**config.mk**
```make
export PLATFORM = sky130hd
export DESIGN_NAME = frame_deframer_rx
export DESIGN_NICKNAME = d
export VERILOG_FILES = /design/src/design/fdrx_pkg.sv /design/src/design/frame_deframer_rx.sv
export SDC_FILE = /design/constraint.sdc
export NUM_CORES = 1
export LEC_CHECK = 0
export BUFFER_PORTS_ARGS = -buffer_cell sky130_fd_sc_hd__buf_4
export CAP_MARGIN = 20
export CORE_MARGIN = 5
export CORE_UTILIZATION = 50
export CTS_BUF_LIST = sky130_fd_sc_hd__clkbuf_8 sky130_fd_sc_hd__clkbuf_16
export CTS_CLUSTER_DIAMETER = 80
export DETAILED_ROUTE_END_ITERATION = 16
export PLACE_DENSITY = 0.67
export SETUP_SLACK_MARGIN = 0.4
export SYNTH_ARGS = -nofsm -noshare
export SYNTH_HDL_FRONTEND = slang
export SYNTH_SLANG_ARGS = --single-unit
```
**constraint.sdc**
```tcl
create_clock -name aclk -period 4 [get_ports aclk]
set_clock_uncertainty 0.15 [all_clocks]
set_input_delay 0.2 -clock aclk [delete_from_list [all_inputs] [get_ports aclk]]
set_output_delay 0.2 -clock aclk [all_outputs]
set_load 0.01 [all_outputs]
```
**src/design/fdrx_pkg.sv**
```systemverilog
// ----------------------------------------------------------------------------
// fdrx_pkg: shared types and constants of the frame deframer receiver
// Holds the status codes and the result beat layout used by the receiver
// and its port checker.
// ----------------------------------------------------------------------------
package fdrx_pkg;

    localparam int unsigned ByteW  = 8;
    localparam int unsigned CountW = 16;
    localparam int unsigned StatW  = 2;

    // Status codes carried on the result channel.
    localparam logic [StatW-1:0] ST_BUSY = 2'd0;
    localparam logic [StatW-1:0] ST_OK   = 2'd1;
    localparam logic [StatW-1:0] ST_BAD  = 2'd2;

    typedef struct packed {
        logic              data_valid;
        logic [ByteW-1:0]  data_byte;
        logic [CountW-1:0] data_index;
        logic [ByteW-1:0]  frame_tag;
        logic [CountW-1:0] frame_size;
        logic [StatW-1:0]  status;
    } result_t;

endpackage

```
**src/design/frame_deframer_rx.sv**
```systemverilog
// ----------------------------------------------------------------------------
// frame_deframer_rx: receive parser for length-prefixed checksummed frames
// Takes one received byte per beat and returns one result beat per byte.
// ----------------------------------------------------------------------------
// A frame on the input is an ID byte, a 16-bit payload length sent low byte
// first, that many payload bytes, and one checksum byte that must equal the
// 8-bit wrapping sum of the payload. Every input beat produces exactly one
// result beat. Payload bytes come out with m_data_valid high and their index
// within the frame; every beat also carries the current frame ID and length.
// The checksum beat reports ST_OK or ST_BAD, after which the parser waits for
// the next ID byte. A zero length skips directly to the checksum byte. The
// block sustains one byte per clock cycle while s_ready is high: the
// parse is a single pass of short logic from the parser state registers into
// the result register, and a one-beat skid register behind the result
// register keeps s_ready a plain register output, so input is still taken
// while a finished result waits for m_ready. s_ready drops only when both the
// result register and the skid register are occupied.
module frame_deframer_rx (
    input  logic                          aclk,
    input  logic                          aresetn,
    // Received byte channel.
    input  logic                          s_valid,
    output logic                          s_ready,
    input  logic [fdrx_pkg::ByteW-1:0]    s_rx_byte,
    // Result channel.
    output logic                          m_valid,
    input  logic                          m_ready,
    output logic                          m_data_valid,
    output logic [fdrx_pkg::ByteW-1:0]    m_data_byte,
    output logic [fdrx_pkg::CountW-1:0]   m_data_index,
    output logic [fdrx_pkg::ByteW-1:0]    m_frame_tag,
    output logic [fdrx_pkg::CountW-1:0]   m_frame_size,
    output logic [fdrx_pkg::StatW-1:0]    m_status
);
    import fdrx_pkg::*;

    // Parser phases. Codes 5 to 7 are never reached and fall back to waiting
    // for an ID byte.
    typedef enum logic [2:0] {
        PH_ID     = 3'd0,
        PH_LEN_LO = 3'd1,
        PH_LEN_HI = 3'd2,
        PH_DATA   = 3'd3,
        PH_CHECK  = 3'd4
    } phase_t;

    phase_t            phase_reg,  phase_next;
    logic [ByteW-1:0]  tag_reg,    tag_next;
    logic [CountW-1:0] length_reg, length_next;
    logic [CountW-1:0] count_reg,  count_next;
    logic [ByteW-1:0]  sum_reg,    sum_next;

    result_t           res_next;
    result_t           out_reg;
    result_t           skid_reg;
    logic              out_valid_reg;
    logic              skid_valid_reg;

    logic              in_beat;
    logic              out_free;
    logic [CountW-1:0] count_inc;

    assign s_ready   = !skid_valid_reg;
    assign in_beat   = s_valid && s_ready;
    assign out_free  = !out_valid_reg || m_ready;
    assign count_inc = count_reg + CountW'(1);

    // Single-pass parse of the incoming byte against the current phase.
    always_comb begin
        phase_next  = phase_reg;
        tag_next    = tag_reg;
        length_next = length_reg;
        count_next  = count_reg;
        sum_next    = sum_reg;

        res_next            = '0;
        res_next.status     = ST_BUSY;

        unique case (phase_reg)
            PH_LEN_LO: begin
                length_next = {{(CountW-ByteW){1'b0}}, s_rx_byte};
                phase_next  = PH_LEN_HI;
            end
            PH_LEN_HI: begin
                length_next = {s_rx_byte, length_reg[ByteW-1:0]};
                count_next  = '0;
                // The zero test looks at the full length, high byte included.
                phase_next  = (length_next == '0) ? PH_CHECK : PH_DATA;
            end
            PH_DATA: begin
                res_next.data_valid = 1'b1;
                res_next.data_byte  = s_rx_byte;
                res_next.data_index = count_reg;
                sum_next            = sum_reg + s_rx_byte;
                count_next          = count_inc;
                if (count_inc == length_reg) begin
                    phase_next = PH_CHECK;
                end
            end
            PH_CHECK: begin
                res_next.status = (s_rx_byte == sum_reg) ? ST_OK : ST_BAD;
                phase_next      = PH_ID;
            end
            default: begin
                tag_next    = s_rx_byte;
                length_next = '0;
                count_next  = '0;
                sum_next    = '0;
                phase_next  = PH_LEN_LO;
            end
        endcase

        res_next.frame_tag  = tag_next;
        res_next.frame_size = length_next;
    end

    // Parser state, result register and skid register.
    always_ff @(posedge aclk) begin
        if (!aresetn) begin
            phase_reg      <= PH_ID;
            tag_reg        <= '0;
            length_reg     <= '0;
            count_reg      <= '0;
            sum_reg        <= '0;
            out_valid_reg  <= 1'b0;
            skid_valid_reg <= 1'b0;
        end else begin
            if (in_beat) begin
                phase_reg  <= phase_next;
                tag_reg    <= tag_next;
                length_reg <= length_next;
                count_reg  <= count_next;
                sum_reg    <= sum_next;
            end

            if (out_free) begin
                if (skid_valid_reg) begin
                    out_reg        <= skid_reg;
                    out_valid_reg  <= 1'b1;
                    skid_valid_reg <= 1'b0;
                end else if (in_beat) begin
                    out_reg       <= res_next;
                    out_valid_reg <= 1'b1;
                end else begin
                    out_valid_reg <= 1'b0;
                end
            end else if (in_beat) begin
                skid_reg       <= res_next;
                skid_valid_reg <= 1'b1;
            end
        end
    end

    assign m_valid      = out_valid_reg;
    assign m_data_valid = out_reg.data_valid;
    assign m_data_byte  = out_reg.data_byte;
    assign m_data_index = out_reg.data_index;
    assign m_frame_tag  = out_reg.frame_tag;
    assign m_frame_size = out_reg.frame_size;
    assign m_status     = out_reg.status;

endmodule

```
; ---- Word-level counts from Yosys, hierarchy flattened
; Cells that the tools add are included.
[word_totals]
regBits = 155
word_cells = 62
[op_classes]
n_addsub = 2
eq_ne = 7
n_mux = 14
bitwise_logic = 4
n_reduce_logical = 16
[ops]
columns = operator, n
row1 = 51-bit two-way mux, 2
row2 = 16-bit one-hot mux with 3 select lines, 1
row3 = 16-bit one-hot mux with 2 select lines, 1
row4 = 25-bit two-way mux, 1
row5 = 16-bit by 1-bit adder with 16-bit output (second input constant), 1
row6 = 16-bit == test, 1
row7 = 16-bit zero test, 1
row8 = 8-bit one-hot mux with 2 select lines, 1
row9 = 3-bit one-hot mux with 4 select lines, 1
row10 = 8-bit adder, 1
row11 = 8-bit == test, 1
row12 = 8-bit two-way mux, 1
row13 = 3-bit by 2-bit == test with 1-bit output (second input constant), 2
row14 = 3-bit two-way mux, 2
row15 = 2-bit AND reduction, 3
row16 = 3-bit AND reduction, 2
row17 = 2-bit OR reduction, 3
row18 = 2-bit two-way mux, 2
row19 = 1-bit NOT, 4
row20 = 4-bit OR reduction, 1
row21 = 3-bit by 1-bit == test with 1-bit output (second input constant), 1
row22 = 3-bit == test (second input constant), 1
row23 = 3-bit OR reduction, 1
row24 = 1-bit zero test, 2
row25 = 5 further kinds, 6

; ---- Longest topological paths before layout
[logic_depth]
depth_word = 5
mapped_depth = 10
depth_no_buf = 10

; ---- Worst setup path after synthesis
; No wires, ideal clock.
[synth_timing]
kind = reg-to-reg
from = register skid_valid_reg
to = register out_reg, in the netlist m_data_byte[0] (enable)
setup_time_ns = 0.460
t_arrival_ns = 2.900
t_required_ns = 3.390
path_slack_ns = 0.490
stages_incl_launch_ff = 4
period_less_slack_ns = 3.510
path_cell_list = dfxtp_1 > clkbuf_1 > o21ai_0 > nor2_1
[synth_between]
elab_chain_len = 4
[synth_rtl]
columns = element, line_no
row1 = "start, declared", frame_deframer_rx.sv:57  ; logic skid_valid_reg;
row2 = "start signal, assigned", frame_deframer_rx.sv:126  ; skid_valid_reg <= 1'b0;
row3 = "start signal, assigned", frame_deframer_rx.sv:140  ; skid_valid_reg <= 1'b0;
row4 = "start signal, assigned", frame_deframer_rx.sv:149  ; skid_valid_reg <= 1'b1;
row5 = 1-bit zero test, frame_deframer_rx.sv:63  ; assign s_ready = !skid_valid_reg;
row6 = 1-bit logical AND, frame_deframer_rx.sv:64  ; assign in_beat = s_valid && s_ready;
row7 = 2-bit nonzero test (no line) *, --
row8 = 3-bit AND reduction (no line) *, --
row9 = "end signal, assigned", frame_deframer_rx.sv:138  ; out_reg <= skid_reg;
row10 = "end signal, assigned", frame_deframer_rx.sv:142  ; out_reg <= res_next;
row11 = "end, declared", frame_deframer_rx.sv:54  ; result_t out_reg;
; Mark *: on every way between the ends. The rest lies on a longest branch, timed or not.
; A chain may end at the register's enable or synchronous reset.

; ---- Final worst setup path
[layout_timing]
from = register count_reg[0]
to = register phase_reg[1]
[layout_between]
elab_chain_len = 4
[layout_rtl]
columns = element, line_no
row1 = "start, declared", frame_deframer_rx.sv:50  ; logic [CountW-1:0] count_reg, count_next;
row2 = "start signal, assigned", frame_deframer_rx.sv:132  ; count_reg <= count_next;
row3 = 16-bit by 1-bit adder with 16-bit output, frame_deframer_rx.sv:66  ; assign count_inc = count_reg + CountW'(1);
row4 = 16-bit == test, frame_deframer_rx.sv:96  ; if (count_inc == length_reg) begin
row5 = 2-bit inequality test (no line), --
row6 = 2-bit AND reduction (no line), --
row7 = "end signal, assigned", frame_deframer_rx.sv:129  ; phase_reg <= phase_next;
row8 = "end, declared", frame_deframer_rx.sv:47  ; phase_t phase_reg, phase_next;
; No other way between the ends.

==> flow_summary_export.csv <==
group,metric,value,unit
outcome,run_status,"finished clean",
drt,routed_wl,16.83,mm
setup_path,r2r_slack,1210,ps
synth,syn_inst,668,
drt,drc,0,
drt,vias,5197,
drt,drt_iter0_drc,351,
finish,area_growth,16.42,%
synth,synthFlopType,"edfxtp_1",
setup_path,crit_path_start_kind,"flop",
finish,antenna_cells,0,
setup_path,arrival,2920,ps
setup_path,timing.rr.start,"count_reg[0]",
floorplanning,die_area,0.01743,mm2
synth,syn_avg_cell_area,11.14,um2
synth,synth-edff-count,102,
place,gp_congestion,0.9337,
setup_path,crit_path_max_fanout,9,
timing,setup_viol,0,
finish,largest_reg_flops,51,
clocking,cts_tree,"built",
min_path,holdPathStages,2,
clocking,clk_pin_slew_worst_paths,60,ps
run,drv_cap,0,
power,p_leak,3.259,nW
floorplanning,die_width,132.0,um
global_route,gr-total-overflow,0,
power,ir_drop,0.2693,mV
finish,finalNetCount,740,
timing,fin_crit,2792,ps
finish,layout-drive-gt1-share,23.91,%
setup_path,timing.rr.end,"phase_reg[1]",
timing,hold_violations,0,
setup_path,cp-endpoint,"phase_reg[1]",
timing,period_share,69.81,%
setup_path,critPathRequiredTime,4130,ps
timing,fmax,358.1,MHz
drt,first_pass_iters,5,
setup_path,crit_type,"reg2reg",
drt,post_drt_wl_per_cell,18.37,um
drt,ant_nets,0,
timing,maxSlewHeadroom,50.08,%
floorplanning,io_pins,65,
clocking,cts-root-buf,"clkbuf_16",
synth,syn_area,0.007445,mm2
global_route,grt_usage,19.60,%
setup_path,cp-end-kind,"flop",
finish,instances_no_fill,916,
floorplanning,initial_core_util,51.03,%
power,power,3.768,mW
clocking,cts_setup_buffers,0,
power,power_density,434.8,mW/mm2
timing,fin_setup_tns,0,ps
floorplanning,fp.coreArea,0.01459,mm2
floorplanning,num_rows,44,
synth,ys_warn_count,0,
setup_path,cp-startpoint,"count_reg[0]",
place,hpwl,11.27,mm
synth,synth-async-reset-ratio,0,%
timing,worst_pin_slew,743.8,ps
place,port_buffers,64,
place,placed_cells_incl_taps,882,
global_route,grt_pass1_wl,27.59,mm
min_path,hold_class,"in2reg",
setup_path,reg2reg_depth,7,
synth,synth_nets,689,
drt,vias_per_cell,5.674,
timing,slew_violations,0,
clocking,clockBufferDepth,2,
min_path,min_from,"s_rx_byte[4]",
synth,ys_seq_area_share,55.39,%
clocking,cts-buffers-inserted,17,
global_route,grt_pass1_vias,5177,
global_route,grt_max_degree,57,
floorplanning,die_h,132.0,um
clocking,insertion_delay,420,ps
timing,rsz0062_at_grt,"false",
clocking,cts.sinks,155,
synth,synthDistinctLibCells,61,
clocking,htreeDepth,4,
global_route,antenna_found_initial,0,
synth,synth.ff_latch_count,155,
area by class of cell:
cell class              instances  area [um2]
inverters                       7       26.28
fillers                      1207        5922
multi-input cells             460        3094
repair buffers                 78       590.6
clock buffers                  19       452.9
clock inverters                13       148.9
well taps                     184       230.2
flip-flops and latches        155        4124
power by group:
part	internal [mW]	switching, mW	total (mW)	leakage [nW]
sequential	1.76	0.0381	1.80	1.38
clock	1.01	0.624	1.63	0.289
combinational	0.146	0.190	0.336	1.59
total	2.92	0.852	3.77	3.26
worst max-delay path: stages, from the launching register on:
cell       delay [ps]
dfxtp_1           540
ha_1              310
and3_1            300
o211ai_1          130
a2111oi_1         490
nand4_1           190
a2111oi_2         420
a21oi_1           130
Yosys cell counts, drive strengths merged (3+ instances only):
| library cell | number | area share (%) |
|---|---|---|
| nor3b | 25 | 2.5 |
| xnor2 | 20 | 2.5 |
| ha | 8 | 1.3 |
| clkbuf | 30 | 1.6 |
| edfxtp | 102 | 41 |
| nor2 | 71 | 3.6 |
| nor4 | 8 | 0.76 |
| nor2b | 23 | 1.9 |
| a21oi | 16 | 1.1 |
| and3 | 27 | 2.3 |
| nor3 | 16 | 1.2 |
| nand4 | 6 | 0.59 |
| dfxtp | 53 | 14 |
| mux2i | 9 | 1.2 |
| o21ai | 37 | 2.5 |
| nand2 | 55 | 2.8 |
| nand3 | 14 | 1.3 |
| xor2 | 9 | 1.1 |
| a22oi | 13 | 1.3 |
| o211ai | 6 | 0.60 |
| mux2 | 54 | 8.2 |
| buf | 16 | 1.3 |
| o31ai | 3 | 0.30 |
| nand2b | 5 | 0.42 |
| and2 | 8 | 0.71 |
| inv | 7 | 0.35 |
| a21o | 3 | 0.30 |
worst min path at each step:
stage	endpoint	slack [ps]
global placement	skid_valid_reg	220
detailed placement	skid_valid_reg	230
finish	skid_reg[22]	90
floorplan	skid_valid_reg	130
CTS	skid_reg[22]	60
global route	skid_reg[22]	60
what timing repair did:
item / in CTS / in global routing
endpoints found under the hold margin: 2 / 0
gates resized for setup: 0 / 0
hold buffers: 2 / 0
cells by family (layout without fill, tap and decap cells):
family          count (synthesis)  in the layout  share of synthesized area [%]
simple gates                  262            262                          18.55
mux                            63             63                          9.378
xor+xnor                       29             29                          3.513
flops                         155            155                          55.40
buf+inv                        53            117                          3.193
compound gates                 97             97                          8.353
fa+ha+maj                       9              9                          1.614
per-layer routing:
layer  wire [um]  vias up  GRT usage [%]  share of wire [%]
met4         433        0          8.114                2.6
li1            -     2526              -                  -
met1        7462     2507          25.50                 44
met2        8032      139          31.56                 48
met5           0        -              0                  0
met3         897       25          4.618                5.3
stage by stage:
stage / area [um2] / setup WS (ps) / hold slack, ps / utilization [%]
floorplan: 7445 / 489.8 / 126.1 / -
detailed placement: 8045 / 1241 / 225.1 / 55.15
global route: 8667 / 992.0 / 61.12 / 59.41
CTS: 8667 / 1214 / 55.95 / 59.41
global placement: 8045 / 1329 / 222.2 / 55.15
finish: 8667 / 1208 / 91.82 / 59.41
cell usage in the layout, fill, tap and decap left out, types with 2 or more instances in the layout:
master and n:
a21o_1 3, a21oi_1 16, a22oi_1 13, a41o_1 2, and2_1 7, and3_1 25, and3_2 2, buf_4 76
bufinv_16 3, clkbuf_16 17, clkbuf_8 2, clkinv_1 2, clkinvlp_4 4, dfxtp_1 53, dlygate4sd3_1 2, edfxtp_1 102
ha_1 8, inv_1 8, mux2_2 54, mux2i_1 9, nand2_1 55, nand2b_1 5, nand3_1 10, nand3_2 3
nand4_1 5, nor2_1 70, nor2b_1 22, nor3_1 14, nor3_2 2, nor3b_1 25, nor4_1 7, o211a_1 2
o211ai_1 6, o21ai_0 33, o21ai_1 4, o22ai_1 2, o31ai_1 3, xnor2_1 19, xor2_1 9
No activity file was read; power rests on OpenSTA's default activity.
